**src/rtl/core/a2d_pkg.sv**
```systemverilog
// Package for the 2D affine transform unit: widths, codes, micro-op table,
// CORDIC arctangent table and saturation helpers.
// Depends on nothing; the multiplier, divider, CORDIC, top level and testbench use it.
package a2d_pkg;

	localparam int FRAC_BITS = 16;
	localparam int PROD_W = 64 - FRAC_BITS;
	localparam int ACC_W = 66 - FRAC_BITS;
	localparam int DIV_W = (34 + FRAC_BITS > ACC_W) ? 34 + FRAC_BITS : ACC_W;
	localparam int DIV_CNT_W = $clog2(DIV_W + 1);
	localparam int V_W = 62 - FRAC_BITS;
	localparam int RED_STEPS = 30 - FRAC_BITS;
	localparam int RED_W = $clog2(RED_STEPS + 2);
	localparam int CW = 35;
	localparam int CORDIC_STEPS = 30;
	localparam int ANG_SHIFT = 30 - FRAC_BITS;

	localparam logic [33:0] ANG_TWO_PI_U = 34'd6746518852;
	localparam logic signed [CW-1:0] ANG_PI = CW'(64'sd3373259426);
	localparam logic signed [CW-1:0] ANG_TWO_PI = CW'(64'sd6746518852);
	localparam logic signed [CW-1:0] ANG_HALF_PI = CW'(64'sd1686629713);
	localparam logic signed [CW-1:0] CORDIC_GAIN = CW'(64'sd652032874);
	localparam logic signed [31:0] ONE_Q = 32'sd1 <<< FRAC_BITS;

	typedef enum logic [2:0] {
		FN_IDENT = 3'd0,
		FN_TRANSLATE = 3'd1,
		FN_SCALE = 3'd2,
		FN_ROTATE = 3'd3,
		FN_APPLY = 3'd4,
		FN_INVERT = 3'd5,
		FN_DET = 3'd6
	} func_t;

	typedef enum logic [3:0] {
		SRC_M0, SRC_M1, SRC_M2, SRC_M3, SRC_M4, SRC_M5, SRC_N0, SRC_N1, SRC_N3, SRC_N4,
		SRC_A, SRC_B, SRC_SIN, SRC_NSIN, SRC_COS
	} src_t;

	typedef enum logic [1:0] {MD_LOAD, MD_ADD, MD_SUB} mode_t;
	typedef enum logic [1:0] {ADD_NONE, ADD_M2, ADD_M5} addend_t;
	typedef enum logic [2:0] {FIN_NONE, FIN_WR, FIN_WRNEG, FIN_OUTX, FIN_OUTY, FIN_DET} fin_t;
	typedef enum logic {UK_MUL, UK_DIV} kind_t;

	typedef struct packed {
		kind_t kind;
		src_t src_a;
		src_t src_b;
		mode_t mode;
		addend_t addend;
		fin_t fin;
		logic [2:0] dst;
		logic last;
	} uop_t;

	typedef enum logic [2:0] {
		CS_IDLE, CS_CORDIC, CS_ISSUE, CS_ACC, CS_DIV, CS_DONE
	} ctl_state_t;

	typedef enum logic [2:0] {
		CR_IDLE, CR_RED, CR_FOLD1, CR_FOLD2, CR_ITER, CR_FIN
	} cor_state_t;

	function automatic uop_t mk(input kind_t k, input src_t a, input src_t b,
			input mode_t md, input addend_t ad, input fin_t f, input logic [2:0] d,
			input logic l);
		uop_t u;
		u.kind = k;
		u.src_a = a;
		u.src_b = b;
		u.mode = md;
		u.addend = ad;
		u.fin = f;
		u.dst = d;
		u.last = l;
		return u;
	endfunction

	// Sequence of multiply and divide steps for each operation.
	function automatic uop_t uop_lookup(input logic [2:0] fn, input logic [3:0] idx);
		uop_t u;
		u = mk(UK_MUL, SRC_M0, SRC_A, MD_LOAD, ADD_NONE, FIN_NONE, 3'd0, 1'b1);
		case (fn)
			FN_TRANSLATE, FN_APPLY: begin
				case (idx)
					4'd0: u = mk(UK_MUL, SRC_M0, SRC_A, MD_LOAD, ADD_M2, FIN_NONE, 3'd0, 1'b0);
					4'd1: u = mk(UK_MUL, SRC_M1, SRC_B, MD_ADD, ADD_NONE,
						(fn == FN_APPLY) ? FIN_OUTX : FIN_WR, 3'd2, 1'b0);
					4'd2: u = mk(UK_MUL, SRC_M3, SRC_A, MD_LOAD, ADD_M5, FIN_NONE, 3'd0, 1'b0);
					default: u = mk(UK_MUL, SRC_M4, SRC_B, MD_ADD, ADD_NONE,
						(fn == FN_APPLY) ? FIN_OUTY : FIN_WR, 3'd5, 1'b1);
				endcase
			end
			FN_SCALE: begin
				case (idx)
					4'd0: u = mk(UK_MUL, SRC_M0, SRC_A, MD_LOAD, ADD_NONE, FIN_WR, 3'd0, 1'b0);
					4'd1: u = mk(UK_MUL, SRC_M3, SRC_A, MD_LOAD, ADD_NONE, FIN_WR, 3'd3, 1'b0);
					4'd2: u = mk(UK_MUL, SRC_M1, SRC_B, MD_LOAD, ADD_NONE, FIN_WR, 3'd1, 1'b0);
					default: u = mk(UK_MUL, SRC_M4, SRC_B, MD_LOAD, ADD_NONE, FIN_WR, 3'd4, 1'b1);
				endcase
			end
			FN_ROTATE: begin
				case (idx)
					4'd0: u = mk(UK_MUL, SRC_M0, SRC_COS, MD_LOAD, ADD_NONE, FIN_NONE, 3'd0, 1'b0);
					4'd1: u = mk(UK_MUL, SRC_M1, SRC_SIN, MD_ADD, ADD_NONE, FIN_WR, 3'd0, 1'b0);
					4'd2: u = mk(UK_MUL, SRC_M0, SRC_NSIN, MD_LOAD, ADD_NONE, FIN_NONE, 3'd0, 1'b0);
					4'd3: u = mk(UK_MUL, SRC_M1, SRC_COS, MD_ADD, ADD_NONE, FIN_WR, 3'd1, 1'b0);
					4'd4: u = mk(UK_MUL, SRC_M3, SRC_COS, MD_LOAD, ADD_NONE, FIN_NONE, 3'd0, 1'b0);
					4'd5: u = mk(UK_MUL, SRC_M4, SRC_SIN, MD_ADD, ADD_NONE, FIN_WR, 3'd3, 1'b0);
					4'd6: u = mk(UK_MUL, SRC_M3, SRC_NSIN, MD_LOAD, ADD_NONE, FIN_NONE, 3'd0, 1'b0);
					default: u = mk(UK_MUL, SRC_M4, SRC_COS, MD_ADD, ADD_NONE, FIN_WR, 3'd4, 1'b1);
				endcase
			end
			FN_DET: begin
				case (idx)
					4'd0: u = mk(UK_MUL, SRC_M0, SRC_M4, MD_LOAD, ADD_NONE, FIN_NONE, 3'd0, 1'b0);
					default: u = mk(UK_MUL, SRC_M1, SRC_M3, MD_SUB, ADD_NONE, FIN_OUTX, 3'd0, 1'b1);
				endcase
			end
			FN_INVERT: begin
				case (idx)
					4'd0: u = mk(UK_MUL, SRC_M0, SRC_M4, MD_LOAD, ADD_NONE, FIN_NONE, 3'd0, 1'b0);
					4'd1: u = mk(UK_MUL, SRC_M1, SRC_M3, MD_SUB, ADD_NONE, FIN_DET, 3'd0, 1'b0);
					4'd2: u = mk(UK_DIV, SRC_M4, SRC_M4, MD_ADD, ADD_NONE, FIN_WR, 3'd0, 1'b0);
					4'd3: u = mk(UK_DIV, SRC_M1, SRC_M1, MD_SUB, ADD_NONE, FIN_WR, 3'd1, 1'b0);
					4'd4: u = mk(UK_DIV, SRC_M3, SRC_M3, MD_SUB, ADD_NONE, FIN_WR, 3'd3, 1'b0);
					4'd5: u = mk(UK_DIV, SRC_M0, SRC_M0, MD_ADD, ADD_NONE, FIN_WR, 3'd4, 1'b0);
					4'd6: u = mk(UK_MUL, SRC_N0, SRC_M2, MD_LOAD, ADD_NONE, FIN_NONE, 3'd0, 1'b0);
					4'd7: u = mk(UK_MUL, SRC_N1, SRC_M5, MD_ADD, ADD_NONE, FIN_WRNEG, 3'd2, 1'b0);
					4'd8: u = mk(UK_MUL, SRC_N3, SRC_M2, MD_LOAD, ADD_NONE, FIN_NONE, 3'd0, 1'b0);
					default: u = mk(UK_MUL, SRC_N4, SRC_M5, MD_ADD, ADD_NONE, FIN_WRNEG, 3'd5,
						1'b1);
				endcase
			end
			default: u = mk(UK_MUL, SRC_M0, SRC_A, MD_LOAD, ADD_NONE, FIN_NONE, 3'd0, 1'b1);
		endcase
		return u;
	endfunction

	function automatic logic [31:0] atan_lookup(input logic [4:0] i);
		logic [31:0] v;
		case (i)
			5'd0: v = 32'h3243F6A8;
			5'd1: v = 32'h1DAC6705;
			5'd2: v = 32'h0FADBAFC;
			5'd3: v = 32'h07F56EA6;
			5'd4: v = 32'h03FEAB76;
			5'd5: v = 32'h01FFD55B;
			5'd6: v = 32'h00FFFAAA;
			5'd7: v = 32'h007FFF55;
			5'd8: v = 32'h003FFFEA;
			5'd9: v = 32'h001FFFFD;
			5'd10: v = 32'h000FFFFF;
			5'd11: v = 32'h0007FFFF;
			5'd12: v = 32'h0003FFFF;
			5'd13: v = 32'h0001FFFF;
			5'd14: v = 32'h0000FFFF;
			5'd15: v = 32'h00007FFF;
			5'd16: v = 32'h00003FFF;
			5'd17: v = 32'h00001FFF;
			5'd18: v = 32'h00000FFF;
			5'd19: v = 32'h000007FF;
			5'd20: v = 32'h000003FF;
			5'd21: v = 32'h000001FF;
			5'd22: v = 32'h000000FF;
			5'd23: v = 32'h0000007F;
			5'd24: v = 32'h0000003F;
			5'd25: v = 32'h0000001F;
			5'd26: v = 32'h0000000F;
			5'd27: v = 32'h00000008;
			5'd28: v = 32'h00000004;
			5'd29: v = 32'h00000002;
			default: v = 32'h00000000;
		endcase
		return v;
	endfunction

	function automatic logic signed [31:0] sat_acc(input logic signed [ACC_W-1:0] v);
		logic signed [31:0] r;
		if (v > ACC_W'(64'sd2147483647)) begin
			r = 32'sh7FFFFFFF;
		end else if (v < ACC_W'(-64'sd2147483648)) begin
			r = 32'sh80000000;
		end else begin
			r = 32'(v);
		end
		return r;
	endfunction

	function automatic logic signed [31:0] sat_div(input logic signed [DIV_W-1:0] v);
		logic signed [31:0] r;
		if (v > DIV_W'(64'sd2147483647)) begin
			r = 32'sh7FFFFFFF;
		end else if (v < DIV_W'(-64'sd2147483648)) begin
			r = 32'sh80000000;
		end else begin
			r = 32'(v);
		end
		return r;
	endfunction

endpackage

```
**src/rtl/core/a2d_mul.sv**
```systemverilog
// Shared registered fixed-point multiplier: full product shifted down by the
// fraction width, rounding toward minus infinity. Depends on a2d_pkg.
module a2d_mul (
	input logic clk,
	input logic signed [31:0] a,
	input logic signed [31:0] b,
	output logic signed [a2d_pkg::PROD_W-1:0] prod_q
);
	logic signed [63:0] full;

	assign full = a * b;

	always_ff @(posedge clk) begin
		prod_q <= a2d_pkg::PROD_W'(full >>> a2d_pkg::FRAC_BITS);
	end
endmodule

```
**config.mk**
```make
export PLATFORM = sky130hd
export DESIGN_NAME = a2d_mul
export DESIGN_NICKNAME = d
export VERILOG_FILES = /design/src/rtl/core/a2d_pkg.sv /design/src/rtl/core/a2d_mul.sv
export SDC_FILE = /design/constraint.sdc
export NUM_CORES = 2
export LEC_CHECK = 0
export BUFFER_PORTS_ARGS = -buffer_cell sky130_fd_sc_hd__buf_2
export CAP_MARGIN = 20
export CORE_AREA = 2 2 261 263
export DETAILED_ROUTE_END_ITERATION = 8
export DIE_AREA = 0 0 263 265
export PLACE_DENSITY_LB_ADDON = 0.05
export SYNTH_ARGS = -nofsm -noshare
export SYNTH_HDL_FRONTEND = slang
export SYNTH_SLANG_ARGS = --single-unit
export TNS_END_PERCENT = 100
```
**constraint.sdc**
```tcl
create_clock -name clk -period 8.85 [get_ports clk]
set_clock_uncertainty 0.05 [all_clocks]
set_input_delay 1.77 -clock clk [delete_from_list [all_inputs] [get_ports clk]]
set_output_delay 1.77 -clock clk [all_outputs]
set_load 0.05 [all_outputs]
```
==> flow_summary.json <==
{
  "status": "complete, no violations",
  "setup-violations-final": 0,
  "cp-start-kind": "primary input",
  "grt_pass1_vias": 30700,
  "viasPerCell": 5.26,
  "cts_buffers": 5,
  "fin_nets": 5480,
  "synth_cells": 3820,
  "hold_viol": 0,
  "worstMarginPinSlew_ps": 828,
  "grt_overflow": 0,
  "wire_per_inst_um": 20.7,
  "htreeDepth": 2,
  "seq_area_frac_synth_pct": 2.63,
  "gp_congestion": 0.949,
  "synth-edff-count": 0,
  "synth-async-reset-ratio_pct": 0,
  "critPathMaxFanout": 8,
  "hpwl_um": 90000,
  "rsz0062_at_grt": "yes",
  "antenna_found_initial": 6,
  "synth_top_area_share_pct": 59.3,
  "fillCellCount": 5700,
  "syn_area_mm2": 0.0365,
  "fp-row-count": 95,
  "cts_tree": "yes",
  "clk_root_buffer_cell": "clkbuf_16",
  "area_growth_pct": 14.9,
  "layout_setup_ws_ps": 136,
  "final_common_cell": "fa_1",
  "synth_area_leaders": "fa_1, inv_1, and2_1",
  "fp.coreArea_mm2": 0.0668,
  "synth_area_per_cell_um2": 9.56,
  "endpoint_kind": "flop",
  "ys_ff_latch": 48,
  "drc_errors": 0,
  "die_x_um": 263,
  "clk_pin_slew_ps": 110,
  "largest_register_ffs": 48,
  "critical_path_arrival_ps": 8930,
  "grt_pass1_wl_um": 166000,
  "mostFrequentLayoutCells": "fa_1, inv_1, nand2_1, and2_1, buf_4",
  "max_cap_viol_count": 0,
  "die-area_mm2": 0.0697,
  "place_ws_ps": -852,
  "top_register": "prod_q",
  "final_util_pct": 62.8,
  "num_antenna_cells": 0,
  "synth_top_area_cell": "fa_1",
  "hold_path_class": "reg -> out",
  "dr.pass1.iters": 6,
  "crit_required_ps": 9070,
  "ys_types": 54,
  "layout-drive-gt1-share_pct": 15.2,
  "cts.sinks": 48,
  "reg_top3": "prod_q: 48 flops",
  "grt_start_max_net_pins": 27,
  "relSlewSlack_pct": 44.7,
  "layout_min_cycle_time_ps": 8710,
  "synthesis.nets": 5146,
  "totalWireLength_um": 104000,
  "synthFlopType": "dfxtp_1",
  "maxSlewViolCount": 0,
  "period_share_pct": 98.5,
  "initial_core_util_pct": 54.6,
  "ant_nets": 0,
  "die_h_um": 265,
  "grt_usage_pct": 31.3,
  "max_freq_ghz": 0.115,
  "vias": 26500,
  "ys_warn_count": 0,
  "io_buffers": 112,
  "first_iter_violations": 1455,
  "pin_count": 113,
  "clock_path_buffers": 2,
  "criticalPathCategory": "in -> reg"
}
-- cell usage after synthesis, types with 3 or more instances --
cell type and count:
fa_1 1081, inv_1 950, nand2_1 513, and2_1 512
clkbuf_1 200, ha_1 180, a21oi_1 48, dfxtp_1 48
nor2_1 46, xnor2_1 40, o21ai_0 26, xor2_1 23
a21o_1 21, nand4_1 14, nand2b_1 12, nand3_1 12
o21bai_1 8, and3_1 7, nor3_1 7, o21a_1 6
a211oi_1 5, buf_1 4, nor2b_1 4, a221oi_1 3
nand4b_1 3, nor4_1 3, o2111ai_1 3, o211a_1 3
o211ai_1 3, o31ai_1 3
-- critical path, cell delays in order --
cell	delay [ps]
buf_16	130
buf_12	130
nand2_8	70
inv_4	40
fa_2	490
fa_2	630
fa_2	540
buf_12	190
fa_2	580
inv_4	50
fa_1	540
inv_2	40
fa_1	520
inv_2	40
fa_1	510
inv_2	50
fa_1	590
ha_4	240
a21oi_4	170
o211a_1	210
o31ai_4	120
a221oi_2	300
a21oi_2	150
o21ai_2	170
o21ai_2	80
o41a_1	380
xnor2_1	140
-- metal layers --
| layer | up-vias | share of wire, % | track usage (%) |
|---|---|---|---|
| li1 | 11500 | - | - |
| met1 | 14000 | 38 | 38.5 |
| met2 | 775 | 52 | 55.7 |
| met3 | 229 | 4.8 | 3.73 |
| met4 | 4 | 5.5 | 13.6 |
| met5 | - | 0.017 | 0 |
-- area by class of cell --
type                            instances  area, um2  area share (%)
Multi-Input combinational cell       2617      31700            75.5
Clock inverter                          3       68.8           0.164
Sequential cell                        48        961            2.29
Timing Repair Buffer                  532       4450            10.6
Clock buffer                            5        125           0.298
Tap cell                              873       1090            2.60
Inverter                              950       3570            8.51
-- repair_timing --
| action | 4_1_cts | 5_1_grt |
|---|---|---|
| hold buffers | 0 | 0 |
| gates resized for setup | 29 | 167 |
| setup endpoints to repair | 22 | 22 |
| setup buffers | 4 | 24 |
| cloned | 0 | 5 |
| pin swaps | 6 | 53 |
-- stage by stage --
stage | setup TNS [ps] | hold WS, ps | instance area [um2] | instances
3_5_place_dp | -16540 | 2190 | 40600 | 4989
3_3_place_gp | -13510 | 2190 | 40600 | 4989
2_1_floorplan | 0 | 2160 | 36500 | 3820
4_1_cts | 0 | 2570 | 41000 | 5001
5_1_grt | -170 | 2580 | 41900 | 5028
6_report | 0 | 2560 | 41900 | 5028
-- worst paths after layout --
check,from,end,slack (ps),cells past startpoint
worst max-delay path,a[31],prod_q[47],140,27
worst min-delay path,prod_q[14],prod_q[14],2560,1
-- cell families (layout without fill, tap and decap cells) --
kind of cell / after synthesis / after routing / synth area share, %
compound gates: 153 / 153 / 2.82
xor+xnor: 63 / 63 / 1.51
flops: 48 / 48 / 2.63
simple gates: 1140 / 1140 / 15.7
fa+ha+maj: 1261 / 1261 / 65.5
buf+inv: 1155 / 1490 / 11.9
Power is not shown: default switching activity piles up to over one toggle a cycle in this logic, so the estimate is an artifact.
