==> src/rtl/core/a2d_pkg.sv <==
// Package for the 2D affine transform unit: widths, codes, micro-op table,
// CORDIC arctangent table and saturation helpers.
// Depends on nothing; the multiplier, divider, CORDIC, top level and testbench use it.
package a2d_pkg;

	localparam int FRAC_BITS = 16;
	localparam int PROD_W = 64 - FRAC_BITS;
	localparam int ACC_W = 66 - FRAC_BITS;
	localparam int DIV_W = (34 + FRAC_BITS > ACC_W) ? 34 + FRAC_BITS : ACC_W;
	localparam int DIV_CNT_W = $clog2(DIV_W + 1);
	localparam int V_W = 62 - FRAC_BITS;
	localparam int RED_STEPS = 30 - FRAC_BITS;
	localparam int RED_W = $clog2(RED_STEPS + 2);
	localparam int CW = 35;
	localparam int CORDIC_STEPS = 30;
	localparam int ANG_SHIFT = 30 - FRAC_BITS;

	localparam logic [33:0] ANG_TWO_PI_U = 34'd6746518852;
	localparam logic signed [CW-1:0] ANG_PI = CW'(64'sd3373259426);
	localparam logic signed [CW-1:0] ANG_TWO_PI = CW'(64'sd6746518852);
	localparam logic signed [CW-1:0] ANG_HALF_PI = CW'(64'sd1686629713);
	localparam logic signed [CW-1:0] CORDIC_GAIN = CW'(64'sd652032874);
	localparam logic signed [31:0] ONE_Q = 32'sd1 <<< FRAC_BITS;

	typedef enum logic [2:0] {
		FN_IDENT = 3'd0,
		FN_TRANSLATE = 3'd1,
		FN_SCALE = 3'd2,
		FN_ROTATE = 3'd3,
		FN_APPLY = 3'd4,
		FN_INVERT = 3'd5,
		FN_DET = 3'd6
	} func_t;

	typedef enum logic [3:0] {
		SRC_M0, SRC_M1, SRC_M2, SRC_M3, SRC_M4, SRC_M5, SRC_N0, SRC_N1, SRC_N3, SRC_N4,
		SRC_A, SRC_B, SRC_SIN, SRC_NSIN, SRC_COS
	} src_t;

	typedef enum logic [1:0] {MD_LOAD, MD_ADD, MD_SUB} mode_t;
	typedef enum logic [1:0] {ADD_NONE, ADD_M2, ADD_M5} addend_t;
	typedef enum logic [2:0] {FIN_NONE, FIN_WR, FIN_WRNEG, FIN_OUTX, FIN_OUTY, FIN_DET} fin_t;
	typedef enum logic {UK_MUL, UK_DIV} kind_t;

	typedef struct packed {
		kind_t kind;
		src_t src_a;
		src_t src_b;
		mode_t mode;
		addend_t addend;
		fin_t fin;
		logic [2:0] dst;
		logic last;
	} uop_t;

	typedef enum logic [2:0] {
		CS_IDLE, CS_CORDIC, CS_ISSUE, CS_ACC, CS_DIV, CS_DONE
	} ctl_state_t;

	typedef enum logic [2:0] {
		CR_IDLE, CR_RED, CR_FOLD1, CR_FOLD2, CR_ITER, CR_FIN
	} cor_state_t;

	function automatic uop_t mk(input kind_t k, input src_t a, input src_t b,
			input mode_t md, input addend_t ad, input fin_t f, input logic [2:0] d,
			input logic l);
		uop_t u;
		u.kind = k;
		u.src_a = a;
		u.src_b = b;
		u.mode = md;
		u.addend = ad;
		u.fin = f;
		u.dst = d;
		u.last = l;
		return u;
	endfunction

	// Sequence of multiply and divide steps for each operation.
	function automatic uop_t uop_lookup(input logic [2:0] fn, input logic [3:0] idx);
		uop_t u;
		u = mk(UK_MUL, SRC_M0, SRC_A, MD_LOAD, ADD_NONE, FIN_NONE, 3'd0, 1'b1);
		case (fn)
			FN_TRANSLATE, FN_APPLY: begin
				case (idx)
					4'd0: u = mk(UK_MUL, SRC_M0, SRC_A, MD_LOAD, ADD_M2, FIN_NONE, 3'd0, 1'b0);
					4'd1: u = mk(UK_MUL, SRC_M1, SRC_B, MD_ADD, ADD_NONE,
						(fn == FN_APPLY) ? FIN_OUTX : FIN_WR, 3'd2, 1'b0);
					4'd2: u = mk(UK_MUL, SRC_M3, SRC_A, MD_LOAD, ADD_M5, FIN_NONE, 3'd0, 1'b0);
					default: u = mk(UK_MUL, SRC_M4, SRC_B, MD_ADD, ADD_NONE,
						(fn == FN_APPLY) ? FIN_OUTY : FIN_WR, 3'd5, 1'b1);
				endcase
			end
			FN_SCALE: begin
				case (idx)
					4'd0: u = mk(UK_MUL, SRC_M0, SRC_A, MD_LOAD, ADD_NONE, FIN_WR, 3'd0, 1'b0);
					4'd1: u = mk(UK_MUL, SRC_M3, SRC_A, MD_LOAD, ADD_NONE, FIN_WR, 3'd3, 1'b0);
					4'd2: u = mk(UK_MUL, SRC_M1, SRC_B, MD_LOAD, ADD_NONE, FIN_WR, 3'd1, 1'b0);
					default: u = mk(UK_MUL, SRC_M4, SRC_B, MD_LOAD, ADD_NONE, FIN_WR, 3'd4, 1'b1);
				endcase
			end
			FN_ROTATE: begin
				case (idx)
					4'd0: u = mk(UK_MUL, SRC_M0, SRC_COS, MD_LOAD, ADD_NONE, FIN_NONE, 3'd0, 1'b0);
					4'd1: u = mk(UK_MUL, SRC_M1, SRC_SIN, MD_ADD, ADD_NONE, FIN_WR, 3'd0, 1'b0);
					4'd2: u = mk(UK_MUL, SRC_M0, SRC_NSIN, MD_LOAD, ADD_NONE, FIN_NONE, 3'd0, 1'b0);
					4'd3: u = mk(UK_MUL, SRC_M1, SRC_COS, MD_ADD, ADD_NONE, FIN_WR, 3'd1, 1'b0);
					4'd4: u = mk(UK_MUL, SRC_M3, SRC_COS, MD_LOAD, ADD_NONE, FIN_NONE, 3'd0, 1'b0);
					4'd5: u = mk(UK_MUL, SRC_M4, SRC_SIN, MD_ADD, ADD_NONE, FIN_WR, 3'd3, 1'b0);
					4'd6: u = mk(UK_MUL, SRC_M3, SRC_NSIN, MD_LOAD, ADD_NONE, FIN_NONE, 3'd0, 1'b0);
					default: u = mk(UK_MUL, SRC_M4, SRC_COS, MD_ADD, ADD_NONE, FIN_WR, 3'd4, 1'b1);
				endcase
			end
			FN_DET: begin
				case (idx)
					4'd0: u = mk(UK_MUL, SRC_M0, SRC_M4, MD_LOAD, ADD_NONE, FIN_NONE, 3'd0, 1'b0);
					default: u = mk(UK_MUL, SRC_M1, SRC_M3, MD_SUB, ADD_NONE, FIN_OUTX, 3'd0, 1'b1);
				endcase
			end
			FN_INVERT: begin
				case (idx)
					4'd0: u = mk(UK_MUL, SRC_M0, SRC_M4, MD_LOAD, ADD_NONE, FIN_NONE, 3'd0, 1'b0);
					4'd1: u = mk(UK_MUL, SRC_M1, SRC_M3, MD_SUB, ADD_NONE, FIN_DET, 3'd0, 1'b0);
					4'd2: u = mk(UK_DIV, SRC_M4, SRC_M4, MD_ADD, ADD_NONE, FIN_WR, 3'd0, 1'b0);
					4'd3: u = mk(UK_DIV, SRC_M1, SRC_M1, MD_SUB, ADD_NONE, FIN_WR, 3'd1, 1'b0);
					4'd4: u = mk(UK_DIV, SRC_M3, SRC_M3, MD_SUB, ADD_NONE, FIN_WR, 3'd3, 1'b0);
					4'd5: u = mk(UK_DIV, SRC_M0, SRC_M0, MD_ADD, ADD_NONE, FIN_WR, 3'd4, 1'b0);
					4'd6: u = mk(UK_MUL, SRC_N0, SRC_M2, MD_LOAD, ADD_NONE, FIN_NONE, 3'd0, 1'b0);
					4'd7: u = mk(UK_MUL, SRC_N1, SRC_M5, MD_ADD, ADD_NONE, FIN_WRNEG, 3'd2, 1'b0);
					4'd8: u = mk(UK_MUL, SRC_N3, SRC_M2, MD_LOAD, ADD_NONE, FIN_NONE, 3'd0, 1'b0);
					default: u = mk(UK_MUL, SRC_N4, SRC_M5, MD_ADD, ADD_NONE, FIN_WRNEG, 3'd5,
						1'b1);
				endcase
			end
			default: u = mk(UK_MUL, SRC_M0, SRC_A, MD_LOAD, ADD_NONE, FIN_NONE, 3'd0, 1'b1);
		endcase
		return u;
	endfunction

	function automatic logic [31:0] atan_lookup(input logic [4:0] i);
		logic [31:0] v;
		case (i)
			5'd0: v = 32'h3243F6A8;
			5'd1: v = 32'h1DAC6705;
			5'd2: v = 32'h0FADBAFC;
			5'd3: v = 32'h07F56EA6;
			5'd4: v = 32'h03FEAB76;
			5'd5: v = 32'h01FFD55B;
			5'd6: v = 32'h00FFFAAA;
			5'd7: v = 32'h007FFF55;
			5'd8: v = 32'h003FFFEA;
			5'd9: v = 32'h001FFFFD;
			5'd10: v = 32'h000FFFFF;
			5'd11: v = 32'h0007FFFF;
			5'd12: v = 32'h0003FFFF;
			5'd13: v = 32'h0001FFFF;
			5'd14: v = 32'h0000FFFF;
			5'd15: v = 32'h00007FFF;
			5'd16: v = 32'h00003FFF;
			5'd17: v = 32'h00001FFF;
			5'd18: v = 32'h00000FFF;
			5'd19: v = 32'h000007FF;
			5'd20: v = 32'h000003FF;
			5'd21: v = 32'h000001FF;
			5'd22: v = 32'h000000FF;
			5'd23: v = 32'h0000007F;
			5'd24: v = 32'h0000003F;
			5'd25: v = 32'h0000001F;
			5'd26: v = 32'h0000000F;
			5'd27: v = 32'h00000008;
			5'd28: v = 32'h00000004;
			5'd29: v = 32'h00000002;
			default: v = 32'h00000000;
		endcase
		return v;
	endfunction

	function automatic logic signed [31:0] sat_acc(input logic signed [ACC_W-1:0] v);
		logic signed [31:0] r;
		if (v > ACC_W'(64'sd2147483647)) begin
			r = 32'sh7FFFFFFF;
		end else if (v < ACC_W'(-64'sd2147483648)) begin
			r = 32'sh80000000;
		end else begin
			r = 32'(v);
		end
		return r;
	endfunction

	function automatic logic signed [31:0] sat_div(input logic signed [DIV_W-1:0] v);
		logic signed [31:0] r;
		if (v > DIV_W'(64'sd2147483647)) begin
			r = 32'sh7FFFFFFF;
		end else if (v < DIV_W'(-64'sd2147483648)) begin
			r = 32'sh80000000;
		end else begin
			r = 32'(v);
		end
		return r;
	endfunction

endpackage

==> src/rtl/core/a2d_div.sv <==
// Shared signed divider, one quotient bit per cycle, truncating toward zero.
// Depends on a2d_pkg.
module a2d_div (
	input logic clk,
	input logic arst_n,
	input logic start,
	input logic signed [a2d_pkg::DIV_W-1:0] dividend,
	input logic signed [a2d_pkg::DIV_W-1:0] divisor,
	output logic done,
	output logic signed [a2d_pkg::DIV_W-1:0] quot
);
	localparam int W = a2d_pkg::DIV_W;

	logic [a2d_pkg::DIV_CNT_W-1:0] cnt_q;
	logic run_q;
	logic done_q;
	logic neg_q;
	logic [W-1:0] quo_q;
	logic [W-1:0] den_q;
	logic [W:0] rem_q;
	logic [W:0] rem_sh;
	logic [W:0] rem_sub;
	logic fits;

	assign rem_sh = {rem_q[W-1:0], quo_q[W-1]};
	assign rem_sub = rem_sh - {1'b0, den_q};
	assign fits = rem_sh >= {1'b0, den_q};
	assign done = done_q;
	assign quot = neg_q ? -$signed(quo_q) : $signed(quo_q);

	always_ff @(posedge clk or negedge arst_n) begin
		if (!arst_n) begin
			run_q <= 1'b0;
			done_q <= 1'b0;
			cnt_q <= '0;
		end else begin
			done_q <= 1'b0;
			if (start) begin
				run_q <= 1'b1;
				cnt_q <= a2d_pkg::DIV_CNT_W'(W);
			end else if (run_q) begin
				cnt_q <= cnt_q - 1'b1;
				if (cnt_q == a2d_pkg::DIV_CNT_W'(1)) begin
					run_q <= 1'b0;
					done_q <= 1'b1;
				end
			end
		end
	end

	always_ff @(posedge clk) begin
		if (start) begin
			quo_q <= dividend[W-1] ? W'(-dividend) : W'(dividend);
			den_q <= divisor[W-1] ? W'(-divisor) : W'(divisor);
			neg_q <= dividend[W-1] ^ divisor[W-1];
			rem_q <= '0;
		end else if (run_q) begin
			rem_q <= fits ? rem_sub : rem_sh;
			quo_q <= {quo_q[W-2:0], fits};
		end
	end
endmodule

==> config.mk <==
export PLATFORM = sky130hd
export DESIGN_NAME = a2d_div
export DESIGN_NICKNAME = d
export VERILOG_FILES = /design/src/rtl/core/a2d_pkg.sv /design/src/rtl/core/a2d_div.sv
export SDC_FILE = /design/constraint.sdc
export NUM_CORES = 1
export LEC_CHECK = 0
export BUFFER_PORTS_ARGS = -buffer_cell sky130_fd_sc_hd__buf_2
export CORE_MARGIN = 5
export CORE_UTILIZATION = 60
export CTS_CLUSTER_DIAMETER = 200
export DETAILED_ROUTE_END_ITERATION = 10
export HOLD_SLACK_MARGIN = 0.06
export PLACE_DENSITY_LB_ADDON = 0.1
export SLEW_MARGIN = 10
export SYNTH_ARGS = -nofsm -noshare
export SYNTH_HDL_FRONTEND = slang
export SYNTH_SLANG_ARGS = --single-unit
==> constraint.sdc <==
create_clock -name clk -period 4.5 [get_ports clk]
set_input_delay 0.225 -clock clk [delete_from_list [all_inputs] [get_ports clk]]
set_output_delay 0.225 -clock clk [all_outputs]
set_load 0.05 [all_outputs]
==> impl_metrics.prom <==
# TYPE chip_impl_metric gauge
chip_impl_metric{name="initial_core_util",unit="%"} 60.4
chip_impl_metric{name="port_buffer_count",unit=""} 153
chip_impl_info{name="tritoncts_clock_tree",value="built"} 1
chip_impl_metric{name="layout-area-overhead-vs-synth",unit="%"} 14.3
chip_impl_metric{name="vias_in_the_first_global_route",unit=""} 10045
chip_impl_metric{name="critical_path_required",unit="ps"} 4280
chip_impl_info{name="clockRootBuffer",value="clkbuf_16"} 1
chip_impl_info{name="globalRoute.busiestLayer",value="met2"} 1
chip_impl_info{name="synthFlopType",value="edfxtp_1"} 1
chip_impl_metric{name="layout.filler_cells",unit=""} 1707
chip_impl_metric{name="intPower",unit="W"} 0.00426
chip_impl_metric{name="stdcell_area",unit="sq um"} 13800
chip_impl_metric{name="globalRouteMet3Util",unit="%"} 4.84
chip_impl_metric{name="grt_first_pass_wirelength",unit="microns"} 48700
chip_impl_metric{name="cap_violations",unit=""} 0
chip_impl_metric{name="use_met1",unit="%"} 34.7
chip_impl_metric{name="async_reset_ff_share",unit="%"} 5.03
chip_impl_metric{name="max-clock-path-buffers",unit=""} 2
chip_impl_metric{name="globalRouteOverflowTotal",unit=""} 0
chip_impl_metric{name="routed_wirelength",unit="microns"} 29900
chip_impl_metric{name="detailroute.via_count",unit=""} 10790
chip_impl_info{name="final_common_cell",value="buf_2"} 1
chip_impl_metric{name="fp.coreArea",unit="sq um"} 20000
chip_impl_metric{name="cts_made_buffers",unit=""} 17
chip_impl_metric{name="netSwitchingPower",unit="W"} 0.00320
chip_impl_metric{name="finalCriticalPeriod",unit="ps"} 4400
chip_impl_metric{name="timing.fmax",unit="MHz"} 227
chip_impl_metric{name="synth-seq-area-share",unit="%"} 35.0
chip_impl_info{name="crit_path_end_kind",value="output port"} 1
chip_impl_metric{name="numClockSinks",unit=""} 159
chip_impl_metric{name="cells_after_dpl",unit=""} 1784
chip_impl_metric{name="share_clk_of_total_power",unit="%"} 20.6
chip_impl_metric{name="synth.avg_cell_area",unit="sq um"} 8.53
chip_impl_metric{name="post_synth_inst_count",unit=""} 1420
chip_impl_metric{name="power-per-cell-area",unit="nW/um^2"} 539
chip_impl_metric{name="route.detailed.vias_per_inst",unit=""} 5.91
chip_impl_metric{name="clock_tree.htree_level_count",unit=""} 4
chip_impl_metric{name="synth-seq-cells",unit=""} 159
chip_impl_metric{name="synth_area",unit="sq um"} 12100
chip_impl_metric{name="gp_routability_congestion",unit=""} 0.905
chip_impl_metric{name="relative_slew_margins",unit="%"} 30.5
chip_impl_metric{name="finClkSkew",unit="ps"} 11.8
chip_impl_metric{name="synthDistinctLibCells",unit=""} 69
chip_impl_metric{name="grt_use_met2",unit="%"} 39.9
chip_impl_metric{name="layout.cells.non_filler",unit=""} 1827
chip_impl_metric{name="maxSlewViolCount",unit=""} 0
chip_impl_metric{name="detail_route.wl_per_cell",unit="microns"} 16.4
chip_impl_info{name="mostFrequentLayoutCells",value="buf_2 (147), nand2_1 (139), nor2_1 (121), xnor2_1 (121), a21oi_1 (118)"} 1
chip_impl_metric{name="fp.dieH",unit="microns"} 152
chip_impl_metric{name="arrival",unit="ps"} 4180
chip_impl_metric{name="detailedRoute.firstIterationViolations",unit=""} 786
chip_impl_metric{name="swShare",unit="%"} 42.9
chip_impl_metric{name="detail_route.drc_violations",unit=""} 0
chip_impl_metric{name="setup-violations-final",unit=""} 0
chip_impl_metric{name="gr-usage-all-layers",unit="%"} 24.8
chip_impl_metric{name="whs",unit="ps"} 105
chip_impl_info{name="leading_area_contributor_after_synthesis",value="edfxtp_1"} 1
chip_impl_metric{name="fraction_of_layout_cells_with_a_size_suffix_above_1",unit="%"} 15.7
chip_impl_metric{name="die-width",unit="microns"} 152
chip_impl_info{name="min_path_type",value="in2reg"} 1
chip_impl_metric{name="num_io_pins",unit=""} 154
chip_impl_metric{name="place_hpwl",unit="microns"} 21700
chip_impl_metric{name="rows",unit=""} 52
chip_impl_metric{name="final_nets",unit=""} 1703
chip_impl_metric{name="syn_nets",unit=""} 1579
chip_impl_metric{name="totalPowerFinal",unit="W"} 0.00746
chip_impl_metric{name="worst-path-max-fanout",unit=""} 5
chip_impl_metric{name="worstSkewPairLatency",unit="ps"} 430
chip_impl_metric{name="tightest_slew",unit="ps"} 1040
chip_impl_info{name="yosys-top-cells-area",value="edfxtp_1 (25%), xnor2_1 (8.7%), dfxtp_1 (8.3%)"} 1
chip_impl_metric{name="postRouteAntennaNets",unit=""} 0
chip_impl_info{name="result_of_the_run",value="finished clean"} 1
chip_impl_info{name="worst_setup_path_start_kind",value="register"} 1
chip_impl_metric{name="share_seq_of_total_power",unit="%"} 29.1
chip_impl_metric{name="die_area",unit="sq um"} 23100
chip_impl_metric{name="drt-pass1-iter-count",unit=""} 5
chip_impl_metric{name="netlist.area_leader.share",unit="%"} 25.0
chip_impl_metric{name="peakVddDrop",unit="V"} 0.000349
chip_impl_metric{name="synth-edff-count",unit=""} 101
chip_impl_metric{name="p_leak",unit="nW"} 5.65
chip_impl_metric{name="finalCritPeriodShare",unit="%"} 97.8
chip_impl_metric{name="combPwrFrac",unit="%"} 50.3
chip_impl_metric{name="number_of_antenna_violations_at_the_first_check_in_global_routing",unit=""} 0
chip_impl_metric{name="yosys_warnings",unit=""} 0
chip_impl_metric{name="largest_net_degree_at_the_start_of_global_routing",unit=""} 95
chip_impl_metric{name="diodes",unit=""} 0
chip_impl_metric{name="clkSlewWorstSetupHoldPaths",unit="ps"} 70
chip_impl_info{name="path_class",value="reg2out"} 1
chip_impl_metric{name="place_area",unit="sq um"} 13000
chip_impl_metric{name="hold_viol",unit=""} 0
-- cell type report --
| class | count | area (sq um) | share of cell area [%] |
|---|---|---|---|
| Timing Repair Buffer | 177 | 970 | 7.00 |
| Inverter | 80 | 300 | 2.17 |
| Sequential cell | 159 | 4240 | 30.6 |
| Clock inverter | 13 | 190 | 1.37 |
| Clock buffer | 19 | 433 | 3.13 |
| Multi-Input combinational cell | 1109 | 7380 | 53.3 |
| Tap cell | 270 | 338 | 2.44 |
-- routing by layer --
metal,vias to the layer above,wire [microns],part of all wire [%]
met3,26,2070,6.9
met2,330,14000,47
met1,5023,13500,45
met4,0,340,1.1
met5,-,0,0
li1,5411,-,-
-- cells in the mapped netlist, types with 6 or more instances --
cell type	count
mux2i_1	9
or4_1	28
inv_1	80
o21bai_1	14
and3_1	7
ha_1	55
a21oi_1	118
clkbuf_1	65
nor2_1	121
dfrtp_1	8
nor2b_1	6
xnor2_1	121
a211oi_1	7
o211ai_1	7
or3_1	29
nand4_1	14
a21o_1	30
nand2_1	139
nor3_1	22
o21ai_0	101
nand3_1	12
edfxtp_1	101
a31oi_1	8
nor4_1	10
o41ai_1	21
nand2b_1	13
o31ai_1	41
xor2_1	68
or2_2	11
a311oi_1	27
dfxtp_1	50
-- critical path, stage by stage (launching register included) --
cell      delay, ps
edfxtp_1        480
or4_4           540
or4_1           430
or2_2           320
or4_4           490
or4_4           440
or3_4           410
o41ai_4         250
xnor2_1         160
buf_4           220
-- repair_timing --
action                                  in CTS  in global routing
hold buffers                                 2                  0
resized for setup                            8                 12
pin swaps                                    0                  1
endpoints found under the hold margin        9                  0
cloned                                       0                  0
setup buffers                                0                  9
endpoints found under the setup margin       5                  5
-- sequential cells by signal, summed over array words and instances, names as in the netlist --
signal	flops
den_q	50
quo_q	50
rem_q	50
cnt_q	6
done	1
neg_q	1
run_q	1
-- worst paths after layout --
path	start	end	slack (ps)	cells after the start
worst min-delay path	divisor[47]	den_q[47]$_DFFE_PP_	100	2
worst min register to register	rem_q[1]$_SDFFE_PP0P_	rem_q[1]$_SDFFE_PP0P_	490	2
worst max-delay path	quo_q[23]$_DFFE_PP_	quot[49]	100	9
worst max register to register	den_q[34]$_DFFE_PP_	rem_q[38]$_SDFFE_PP0P_	680	13
max in group asynchronous	arst_n	run_q$_DFF_PN0_	4110	2
min in group asynchronous	arst_n	cnt_q[0]$_DFFE_PN0P_	210	2
-- per-stage QoR --
step                      utilization (%)  setup WS, ps  setup TNS (ps)
final                                69.1          99.7               0
after CTS                            68.5          4.03               0
after detailed placement             65.1           158               0
after global placement               65.1           234               0
after global routing                 69.1         -49.2            -124
after floorplan                         -           475               0
-- power by group through the flow --
stage / clock network (W) / logic [W] / registers [W]
2_1_floorplan: 0 / 0.00289 / 0.00211
3_3_place_gp: 0 / 0.00363 / 0.00218
3_5_place_dp: 0 / 0.00366 / 0.00218
4_1_cts: 0.00156 / 0.00370 / 0.00216
5_1_grt: 0.00162 / 0.00415 / 0.00221
6_report: 0.00154 / 0.00375 / 0.00217
-- logic make-up (layout without fill, tap and decap cells) --
kind of cell             after synthesis  count (layout)  share of synthesized area, %
AO/OA/AOI/OAI                        419             419                          22.4
XOR/XNOR                             189             189                          13.7
adder cells (fa/ha/maj)               56              56                          5.85
buffers and inverters                152             289                          4.75
flip-flops                           159             159                          35.0
multiplexers                          10              10                         0.837
AND/OR/NAND/NOR                      435             435                          17.6
(Power assumes the default switching activity.)
