==> config.mk <==
export PLATFORM = sky130hd
export DESIGN_NAME = a2d_cordic
export DESIGN_NICKNAME = d
export VERILOG_FILES = /design/src/rtl/core/a2d_pkg.sv /design/src/rtl/core/a2d_cordic.sv
export SDC_FILE = /design/constraint.sdc
export NUM_CORES = 1
export LEC_CHECK = 0
export ABC_CLOCK_PERIOD_IN_PS = 5500
export BUFFER_PORTS_ARGS = -buffer_cell sky130_fd_sc_hd__buf_4
export CAP_MARGIN = 20
export CORE_UTILIZATION = 50
export DETAILED_ROUTE_END_ITERATION = 6
export HOLD_SLACK_MARGIN = 0.1
export PLACE_DENSITY = 0.69
export SYNTH_ARGS = -nofsm -noshare
export SYNTH_HDL_FRONTEND = slang
export SYNTH_SLANG_ARGS = --single-unit
==> constraint.sdc <==
create_clock -name clk -period 5.5 [get_ports clk]
set_input_delay 0.55 -clock clk [delete_from_list [all_inputs] [get_ports clk]]
set_output_delay 0.55 -clock clk [all_outputs]
set_load 0.005 [all_outputs]
==> src/rtl/core/a2d_pkg.sv <==
// Package for the 2D affine transform unit: widths, codes, micro-op table,
// CORDIC arctangent table and saturation helpers.
// Depends on nothing; the multiplier, divider, CORDIC, top level and testbench use it.
package a2d_pkg;

	localparam int FRAC_BITS = 16;
	localparam int PROD_W = 64 - FRAC_BITS;
	localparam int ACC_W = 66 - FRAC_BITS;
	localparam int DIV_W = (34 + FRAC_BITS > ACC_W) ? 34 + FRAC_BITS : ACC_W;
	localparam int DIV_CNT_W = $clog2(DIV_W + 1);
	localparam int V_W = 62 - FRAC_BITS;
	localparam int RED_STEPS = 30 - FRAC_BITS;
	localparam int RED_W = $clog2(RED_STEPS + 2);
	localparam int CW = 35;
	localparam int CORDIC_STEPS = 30;
	localparam int ANG_SHIFT = 30 - FRAC_BITS;

	localparam logic [33:0] ANG_TWO_PI_U = 34'd6746518852;
	localparam logic signed [CW-1:0] ANG_PI = CW'(64'sd3373259426);
	localparam logic signed [CW-1:0] ANG_TWO_PI = CW'(64'sd6746518852);
	localparam logic signed [CW-1:0] ANG_HALF_PI = CW'(64'sd1686629713);
	localparam logic signed [CW-1:0] CORDIC_GAIN = CW'(64'sd652032874);
	localparam logic signed [31:0] ONE_Q = 32'sd1 <<< FRAC_BITS;

	typedef enum logic [2:0] {
		FN_IDENT = 3'd0,
		FN_TRANSLATE = 3'd1,
		FN_SCALE = 3'd2,
		FN_ROTATE = 3'd3,
		FN_APPLY = 3'd4,
		FN_INVERT = 3'd5,
		FN_DET = 3'd6
	} func_t;

	typedef enum logic [3:0] {
		SRC_M0, SRC_M1, SRC_M2, SRC_M3, SRC_M4, SRC_M5, SRC_N0, SRC_N1, SRC_N3, SRC_N4,
		SRC_A, SRC_B, SRC_SIN, SRC_NSIN, SRC_COS
	} src_t;

	typedef enum logic [1:0] {MD_LOAD, MD_ADD, MD_SUB} mode_t;
	typedef enum logic [1:0] {ADD_NONE, ADD_M2, ADD_M5} addend_t;
	typedef enum logic [2:0] {FIN_NONE, FIN_WR, FIN_WRNEG, FIN_OUTX, FIN_OUTY, FIN_DET} fin_t;
	typedef enum logic {UK_MUL, UK_DIV} kind_t;

	typedef struct packed {
		kind_t kind;
		src_t src_a;
		src_t src_b;
		mode_t mode;
		addend_t addend;
		fin_t fin;
		logic [2:0] dst;
		logic last;
	} uop_t;

	typedef enum logic [2:0] {
		CS_IDLE, CS_CORDIC, CS_ISSUE, CS_ACC, CS_DIV, CS_DONE
	} ctl_state_t;

	typedef enum logic [2:0] {
		CR_IDLE, CR_RED, CR_FOLD1, CR_FOLD2, CR_ITER, CR_FIN
	} cor_state_t;

	function automatic uop_t mk(input kind_t k, input src_t a, input src_t b,
			input mode_t md, input addend_t ad, input fin_t f, input logic [2:0] d,
			input logic l);
		uop_t u;
		u.kind = k;
		u.src_a = a;
		u.src_b = b;
		u.mode = md;
		u.addend = ad;
		u.fin = f;
		u.dst = d;
		u.last = l;
		return u;
	endfunction

	// Sequence of multiply and divide steps for each operation.
	function automatic uop_t uop_lookup(input logic [2:0] fn, input logic [3:0] idx);
		uop_t u;
		u = mk(UK_MUL, SRC_M0, SRC_A, MD_LOAD, ADD_NONE, FIN_NONE, 3'd0, 1'b1);
		case (fn)
			FN_TRANSLATE, FN_APPLY: begin
				case (idx)
					4'd0: u = mk(UK_MUL, SRC_M0, SRC_A, MD_LOAD, ADD_M2, FIN_NONE, 3'd0, 1'b0);
					4'd1: u = mk(UK_MUL, SRC_M1, SRC_B, MD_ADD, ADD_NONE,
						(fn == FN_APPLY) ? FIN_OUTX : FIN_WR, 3'd2, 1'b0);
					4'd2: u = mk(UK_MUL, SRC_M3, SRC_A, MD_LOAD, ADD_M5, FIN_NONE, 3'd0, 1'b0);
					default: u = mk(UK_MUL, SRC_M4, SRC_B, MD_ADD, ADD_NONE,
						(fn == FN_APPLY) ? FIN_OUTY : FIN_WR, 3'd5, 1'b1);
				endcase
			end
			FN_SCALE: begin
				case (idx)
					4'd0: u = mk(UK_MUL, SRC_M0, SRC_A, MD_LOAD, ADD_NONE, FIN_WR, 3'd0, 1'b0);
					4'd1: u = mk(UK_MUL, SRC_M3, SRC_A, MD_LOAD, ADD_NONE, FIN_WR, 3'd3, 1'b0);
					4'd2: u = mk(UK_MUL, SRC_M1, SRC_B, MD_LOAD, ADD_NONE, FIN_WR, 3'd1, 1'b0);
					default: u = mk(UK_MUL, SRC_M4, SRC_B, MD_LOAD, ADD_NONE, FIN_WR, 3'd4, 1'b1);
				endcase
			end
			FN_ROTATE: begin
				case (idx)
					4'd0: u = mk(UK_MUL, SRC_M0, SRC_COS, MD_LOAD, ADD_NONE, FIN_NONE, 3'd0, 1'b0);
					4'd1: u = mk(UK_MUL, SRC_M1, SRC_SIN, MD_ADD, ADD_NONE, FIN_WR, 3'd0, 1'b0);
					4'd2: u = mk(UK_MUL, SRC_M0, SRC_NSIN, MD_LOAD, ADD_NONE, FIN_NONE, 3'd0, 1'b0);
					4'd3: u = mk(UK_MUL, SRC_M1, SRC_COS, MD_ADD, ADD_NONE, FIN_WR, 3'd1, 1'b0);
					4'd4: u = mk(UK_MUL, SRC_M3, SRC_COS, MD_LOAD, ADD_NONE, FIN_NONE, 3'd0, 1'b0);
					4'd5: u = mk(UK_MUL, SRC_M4, SRC_SIN, MD_ADD, ADD_NONE, FIN_WR, 3'd3, 1'b0);
					4'd6: u = mk(UK_MUL, SRC_M3, SRC_NSIN, MD_LOAD, ADD_NONE, FIN_NONE, 3'd0, 1'b0);
					default: u = mk(UK_MUL, SRC_M4, SRC_COS, MD_ADD, ADD_NONE, FIN_WR, 3'd4, 1'b1);
				endcase
			end
			FN_DET: begin
				case (idx)
					4'd0: u = mk(UK_MUL, SRC_M0, SRC_M4, MD_LOAD, ADD_NONE, FIN_NONE, 3'd0, 1'b0);
					default: u = mk(UK_MUL, SRC_M1, SRC_M3, MD_SUB, ADD_NONE, FIN_OUTX, 3'd0, 1'b1);
				endcase
			end
			FN_INVERT: begin
				case (idx)
					4'd0: u = mk(UK_MUL, SRC_M0, SRC_M4, MD_LOAD, ADD_NONE, FIN_NONE, 3'd0, 1'b0);
					4'd1: u = mk(UK_MUL, SRC_M1, SRC_M3, MD_SUB, ADD_NONE, FIN_DET, 3'd0, 1'b0);
					4'd2: u = mk(UK_DIV, SRC_M4, SRC_M4, MD_ADD, ADD_NONE, FIN_WR, 3'd0, 1'b0);
					4'd3: u = mk(UK_DIV, SRC_M1, SRC_M1, MD_SUB, ADD_NONE, FIN_WR, 3'd1, 1'b0);
					4'd4: u = mk(UK_DIV, SRC_M3, SRC_M3, MD_SUB, ADD_NONE, FIN_WR, 3'd3, 1'b0);
					4'd5: u = mk(UK_DIV, SRC_M0, SRC_M0, MD_ADD, ADD_NONE, FIN_WR, 3'd4, 1'b0);
					4'd6: u = mk(UK_MUL, SRC_N0, SRC_M2, MD_LOAD, ADD_NONE, FIN_NONE, 3'd0, 1'b0);
					4'd7: u = mk(UK_MUL, SRC_N1, SRC_M5, MD_ADD, ADD_NONE, FIN_WRNEG, 3'd2, 1'b0);
					4'd8: u = mk(UK_MUL, SRC_N3, SRC_M2, MD_LOAD, ADD_NONE, FIN_NONE, 3'd0, 1'b0);
					default: u = mk(UK_MUL, SRC_N4, SRC_M5, MD_ADD, ADD_NONE, FIN_WRNEG, 3'd5,
						1'b1);
				endcase
			end
			default: u = mk(UK_MUL, SRC_M0, SRC_A, MD_LOAD, ADD_NONE, FIN_NONE, 3'd0, 1'b1);
		endcase
		return u;
	endfunction

	function automatic logic [31:0] atan_lookup(input logic [4:0] i);
		logic [31:0] v;
		case (i)
			5'd0: v = 32'h3243F6A8;
			5'd1: v = 32'h1DAC6705;
			5'd2: v = 32'h0FADBAFC;
			5'd3: v = 32'h07F56EA6;
			5'd4: v = 32'h03FEAB76;
			5'd5: v = 32'h01FFD55B;
			5'd6: v = 32'h00FFFAAA;
			5'd7: v = 32'h007FFF55;
			5'd8: v = 32'h003FFFEA;
			5'd9: v = 32'h001FFFFD;
			5'd10: v = 32'h000FFFFF;
			5'd11: v = 32'h0007FFFF;
			5'd12: v = 32'h0003FFFF;
			5'd13: v = 32'h0001FFFF;
			5'd14: v = 32'h0000FFFF;
			5'd15: v = 32'h00007FFF;
			5'd16: v = 32'h00003FFF;
			5'd17: v = 32'h00001FFF;
			5'd18: v = 32'h00000FFF;
			5'd19: v = 32'h000007FF;
			5'd20: v = 32'h000003FF;
			5'd21: v = 32'h000001FF;
			5'd22: v = 32'h000000FF;
			5'd23: v = 32'h0000007F;
			5'd24: v = 32'h0000003F;
			5'd25: v = 32'h0000001F;
			5'd26: v = 32'h0000000F;
			5'd27: v = 32'h00000008;
			5'd28: v = 32'h00000004;
			5'd29: v = 32'h00000002;
			default: v = 32'h00000000;
		endcase
		return v;
	endfunction

	function automatic logic signed [31:0] sat_acc(input logic signed [ACC_W-1:0] v);
		logic signed [31:0] r;
		if (v > ACC_W'(64'sd2147483647)) begin
			r = 32'sh7FFFFFFF;
		end else if (v < ACC_W'(-64'sd2147483648)) begin
			r = 32'sh80000000;
		end else begin
			r = 32'(v);
		end
		return r;
	endfunction

	function automatic logic signed [31:0] sat_div(input logic signed [DIV_W-1:0] v);
		logic signed [31:0] r;
		if (v > DIV_W'(64'sd2147483647)) begin
			r = 32'sh7FFFFFFF;
		end else if (v < DIV_W'(-64'sd2147483648)) begin
			r = 32'sh80000000;
		end else begin
			r = 32'(v);
		end
		return r;
	endfunction

endpackage

==> src/rtl/core/a2d_cordic.sv <==
// Sine and cosine of a radian angle: range reduction by repeated subtraction,
// folding to a half turn and a 30-step rotation CORDIC. Depends on a2d_pkg.
module a2d_cordic (
	input logic clk,
	input logic arst_n,
	input logic start,
	input logic signed [31:0] angle,
	output logic done,
	output logic signed [31:0] sin_q,
	output logic signed [31:0] cos_q
);
	localparam int VW = a2d_pkg::V_W;
	localparam int CW = a2d_pkg::CW;

	a2d_pkg::cor_state_t st_q;
	a2d_pkg::cor_state_t st_d;
	logic [VW-1:0] mag_q;
	logic sgn_q;
	logic [a2d_pkg::RED_W-1:0] red_q;
	logic signed [CW-1:0] r_q;
	logic signed [CW-1:0] x_q;
	logic signed [CW-1:0] y_q;
	logic [4:0] i_q;
	logic fneg_q;
	logic done_q;
	logic signed [VW-1:0] v_ext;
	logic [VW:0] red_cmp;
	logic signed [CW-1:0] dx;
	logic signed [CW-1:0] dy;
	logic signed [CW-1:0] at;
	logic signed [CW-1:0] xs;
	logic signed [CW-1:0] ys;

	function automatic logic [31:0] atan_val(input logic [4:0] i);
		return a2d_pkg::atan_lookup(i);
	endfunction

	assign v_ext = VW'(angle) <<< a2d_pkg::ANG_SHIFT;
	assign red_cmp = (VW + 1)'(a2d_pkg::ANG_TWO_PI_U) << (red_q - 1'b1);
	assign dx = y_q >>> i_q;
	assign dy = x_q >>> i_q;
	assign at = CW'(atan_val(i_q));
	assign xs = fneg_q ? -x_q : x_q;
	assign ys = fneg_q ? -y_q : y_q;
	assign done = done_q;

	always_ff @(posedge clk or negedge arst_n) begin
		if (!arst_n) begin
			st_q <= a2d_pkg::CR_IDLE;
		end else begin
			st_q <= st_d;
		end
	end

	always_comb begin
		st_d = st_q;
		case (st_q)
			a2d_pkg::CR_IDLE: if (start) st_d = a2d_pkg::CR_RED;
			a2d_pkg::CR_RED: if (red_q == '0) st_d = a2d_pkg::CR_FOLD1;
			a2d_pkg::CR_FOLD1: st_d = a2d_pkg::CR_FOLD2;
			a2d_pkg::CR_FOLD2: st_d = a2d_pkg::CR_ITER;
			a2d_pkg::CR_ITER: begin
				if (i_q == 5'(a2d_pkg::CORDIC_STEPS - 1)) st_d = a2d_pkg::CR_FIN;
			end
			a2d_pkg::CR_FIN: st_d = a2d_pkg::CR_IDLE;
			default: st_d = a2d_pkg::CR_IDLE;
		endcase
	end

	always_ff @(posedge clk or negedge arst_n) begin
		if (!arst_n) begin
			done_q <= 1'b0;
		end else begin
			done_q <= (st_q == a2d_pkg::CR_FIN);
		end
	end

	always_ff @(posedge clk) begin
		case (st_q)
			a2d_pkg::CR_IDLE: begin
				mag_q <= v_ext[VW-1] ? VW'(-v_ext) : VW'(v_ext);
				sgn_q <= v_ext[VW-1];
				red_q <= a2d_pkg::RED_W'(a2d_pkg::RED_STEPS);
			end
			a2d_pkg::CR_RED: begin
				if (red_q != '0) begin
					if ({1'b0, mag_q} >= red_cmp) mag_q <= mag_q - VW'(red_cmp);
					red_q <= red_q - 1'b1;
				end else begin
					r_q <= sgn_q ? -$signed(CW'(mag_q)) : $signed(CW'(mag_q));
				end
			end
			a2d_pkg::CR_FOLD1: begin
				if (r_q > a2d_pkg::ANG_PI) r_q <= r_q - a2d_pkg::ANG_TWO_PI;
				else if (r_q < -a2d_pkg::ANG_PI) r_q <= r_q + a2d_pkg::ANG_TWO_PI;
				fneg_q <= 1'b0;
				x_q <= a2d_pkg::CORDIC_GAIN;
				y_q <= '0;
				i_q <= '0;
			end
			a2d_pkg::CR_FOLD2: begin
				if (r_q > a2d_pkg::ANG_HALF_PI) begin
					r_q <= r_q - a2d_pkg::ANG_PI;
					fneg_q <= 1'b1;
				end else if (r_q < -a2d_pkg::ANG_HALF_PI) begin
					r_q <= r_q + a2d_pkg::ANG_PI;
					fneg_q <= 1'b1;
				end
			end
			a2d_pkg::CR_ITER: begin
				if (r_q >= 0) begin
					x_q <= x_q - dx;
					y_q <= y_q + dy;
					r_q <= r_q - at;
				end else begin
					x_q <= x_q + dx;
					y_q <= y_q - dy;
					r_q <= r_q + at;
				end
				i_q <= i_q + 1'b1;
			end
			a2d_pkg::CR_FIN: begin
				sin_q <= 32'(ys >>> a2d_pkg::ANG_SHIFT);
				cos_q <= 32'(xs >>> a2d_pkg::ANG_SHIFT);
			end
			default: begin
			end
		endcase
	end
endmodule

==> impl_results.md <==
- GRT overflow: 0
- P per Cell Area: between 100 and 150 nW/um^2
- Storage element area: roughly 6800 um^2
- Setup violators final: 30
- Worst EP required: between 5000 and 6000 ps
- Worst rel slew slack: 33.69%
- Num rows: between 80 and 90
- CP max stage delay: ~550 ps
- Drt total wl: approximately 110 mm
- WHS: about 260 ps
- CP Class: flop to flop
- Final Non-Filler Cells: between 4k and 5k
- Primary FF master, synth: edfxtp_1
- Capturing point of the worst reg2reg path: y_q[31]
- Reg2Reg Depth: 23
- Root buffer cell: clkbuf_16
- Iteration-0 DRC Markers: ~3k
- Lkg Pwr: between 15 and 20 nW
- Setup tns final: -6442 ps
- Fin area: about 38000 um^2
- Synth warnings: 0
- Maximum net fanout on the critical path: 6
- Final WS setup: -428.0 ps
- IO Count: 100
- Most frequent cell after synthesis: nand2_1
- Worst r2r src: i_q[2]
- Layout area overhead: 27.05%
- Placed Area: 35090 um^2
- Crit path launch type: flop
- Largest net degree at the start of global routing: between 50 and 60
- Sequential fraction of the synthesis area: a little under a quarter
- Reg2reg setup slack: -430 ps
- Drt drc: 0
- Slew Limit Fails: 0
- Async S/R FF share, synth: around 1.7%
- Final hold vios: 0
- DRT Pass-1 Iters: 6
- RSZ-0062 raised after global routing: yes
- Core Util, Final: roughly 64%
- IO Port Bufs: 99
- Clk buf depth: 3
- Reg clk slew, reported paths: 60 ps
- Area contributors post-synth: edfxtp_1, ha_1, xnor2_1, mux4_2, xor2_1
- Final period util: 107.8%
- Synth cell types: 100
- Slowest stage cell, crit path: or4b_4
- Number of global-route vias before repair: ~30k
- Share of layout cells above drive strength 1: between 20 and 30%
- Die Wd: between 200 and 250 um
- Syn Area/Cell: 8.273 um^2
- Power Total: 4.934 mW
- #FFs+latches synth: between 200 and 250
- Max VDD drop: approximately 260 uV
- Routability cong.: slightly above 1
- Fmax: around 170 MHz
- Crit path top cell by count: nor2_1
- Tightest Hold Check Type: primary input to asynchronous set/reset pin
- Crit path DAT: between 6000 and 7000 ps
- CTS buffer count: 31
- CTS tree: built
- Max Clock Skew: around 24 ps
- Crit path cell chain: buf_6 -> buf_12 -> mux2_4 -> mux4_2 -> buf_6 -> mux4_2 -> or4b_4 -> a2111oi_4 -> buf_4 -> nand2_2 -> o21ai_2 -> xor2_1 -> ha_1 -> a21oi_1 -> nor2_1 -> a311oi_4 -> a2bb2oi_2 -> o31ai_4 -> a211oi_2 -> a21oi_1 -> nor2_1 -> xor2_1 -> nor2_1
- Leading area contributor after synthesis: edfxtp_1
- Die height: approximately 250 um
- Initial antenna violation count: 0
- Period minus WS final: roughly 5900 ps
- Post-synth EDFFs: 202
- Syn Inst Count: 3597
- Post-DP HPWL: between 80 and 90 mm
- Vias per cell: between 6 and 7
- Fill cell total of the finished layout: between 5k and 6k
- Routed Antenna Nets: 0
- # H-tree levels: 1
- Initial Util: between 50% and 60%
- Clk_lat worst skew: roughly 640 ps
- Setup WS pre-CTS: -676.9 ps
- Die Footprint: between 60000 and 70000 um^2
- Final #Nets: approximately 4.4k
- Diode count: 0
- Area of the multi-input gates: approximately 23000 um^2
- CTS sink cnt: about 240
- Slew @ Worst Pin: ~1000 ps
- Drt wl/cell: between 20 and 25 um
- Top cells by count, synth: nand2_1, nor2_1, a21oi_1
- Gr usage total: 35.38%
- Failing checks: setup timing
- Status: finished, violations left
- Net count after synthesis: approximately 3.8k
- Synthesized area: about 30000 um^2
- Cell Count Post-Placement: between 4k and 5k
- Crit. End Element: flop
- Area share of the largest cell type after synthesis: between 20% and 30%
- MaxCap Viol Count: 0
- DR vias: between 30k and 40k
- Core Area: 58910 um^2
- First-pass GRT wire length: ~170 mm
==> worst max-delay path, delay by kind of cell (launching register included) <==
family | cells | cell delay, ps
adders and majority gates | 1 | 330
DFF | 1 | 400
AOI/OAI and AO/OA | 8 | 1750
and+or+nand+nor | 5 | 870
xor gates and xnor gates | 2 | 390
muxes | 3 | 1280
buffers and inverters | 4 | 620
==> power by group <==
| part | total, mW | internal (mW) | switching (mW) |
|---|---|---|---|
| Combinational | 0.743 | 0.309 | 0.434 |
| Clock | 2.14 | 1.23 | 0.911 |
| Sequential | 2.05 | 2.00 | 0.0494 |
| Total | 4.93 | 3.54 | 1.40 |
==> cells in the final DEF, fill, tap and decap left out, drive strengths merged, types with 30 or more instances in the layout <==
| cell | synthesis | routed |
|---|---|---|
| o211ai | 30 | 30 |
| nand2b | 73 | 73 |
| nor2b | 32 | 32 |
| a21o | 84 | 84 |
| clkbuf | 162 | 42 |
| nand2 | 349 | 349 |
| xor2 | 158 | 158 |
| inv | 68 | 70 |
| buf | 72 | 747 |
| a21oi | 266 | 266 |
| nand4 | 31 | 31 |
| o22ai | 37 | 37 |
| xnor2 | 215 | 215 |
| a211oi | 38 | 38 |
| mux4 | 71 | 71 |
| nor2 | 303 | 303 |
| and3 | 32 | 32 |
| ha | 207 | 207 |
| edfxtp | 202 | 202 |
| a31oi | 49 | 49 |
| or2 | 33 | 33 |
| nor3 | 77 | 77 |
| mux2i | 67 | 67 |
| mux2 | 50 | 50 |
| dfxtp | 30 | 30 |
| or3 | 47 | 47 |
| nand3 | 52 | 52 |
| o31ai | 64 | 64 |
| o21ai | 277 | 277 |
==> layout make-up <==
type	instances	area share (%)
inverter	71	0.7181
clock buffer	42	2.436
tap	773	2.558
timing repair buffer	749	16.03
sequential	236	17.90
multi-input combinational	3055	59.99
clock inverter	16	0.3640
==> metal layers <==
layer  global-route usage [%]  vias to the layer above  part of all wire, %
li1                         -                    14620                    -
met1                    43.85                    14967                   40
met2                    60.20                     1418                   47
met3                    3.896                      324                  6.6
met4                    18.49                        0                  6.1
met5                        0                        -                    0
==> logic make-up after synthesis <==
family	after synthesis	synth area share (%)
adders and majority gates	211	8.972
xor gates and xnor gates	373	10.98
buffers and inverters	306	4.419
and+or+nand+nor	1159	18.88
muxes	188	9.519
DFF	236	22.74
AOI/OAI and AO/OA	1124	24.50
==> flip-flops by register name, indices dropped and copies added (netlist names) <==
signal	count
cos_q	21
at	30
i_q	5
sgn_q	1
st_q	3
y_q	35
fneg_q	1
r_q	35
red_q	4
x_q	35
done	1
mag_q	44
sin_q	21
==> repair_timing <==
| item | 4_1_cts | 5_1_grt |
|---|---|---|
| resized for setup | 142 | 108 |
| hold endpoints to repair | 4 | 0 |
| buffers inserted | 45 | 23 |
| setup endpoints to repair | 30 | 95 |
| hold buffers | 1 | 0 |
| cloned | 4 | 0 |
| pin swaps | 91 | 105 |
==> worst max-delay path by stage <==
stage          slack (ps)      end  startpoint
2_1_floorplan           3  y_q[33]      i_q[1]
3_3_place_gp         -530  x_q[30]      i_q[2]
3_5_place_dp         -680  x_q[30]      i_q[2]
4_1_cts              -240  y_q[34]      i_q[2]
5_1_grt              -540  y_q[33]      i_q[2]
6_report             -430  y_q[31]      i_q[2]
No activity file was read; power rests on OpenSTA's default activity.
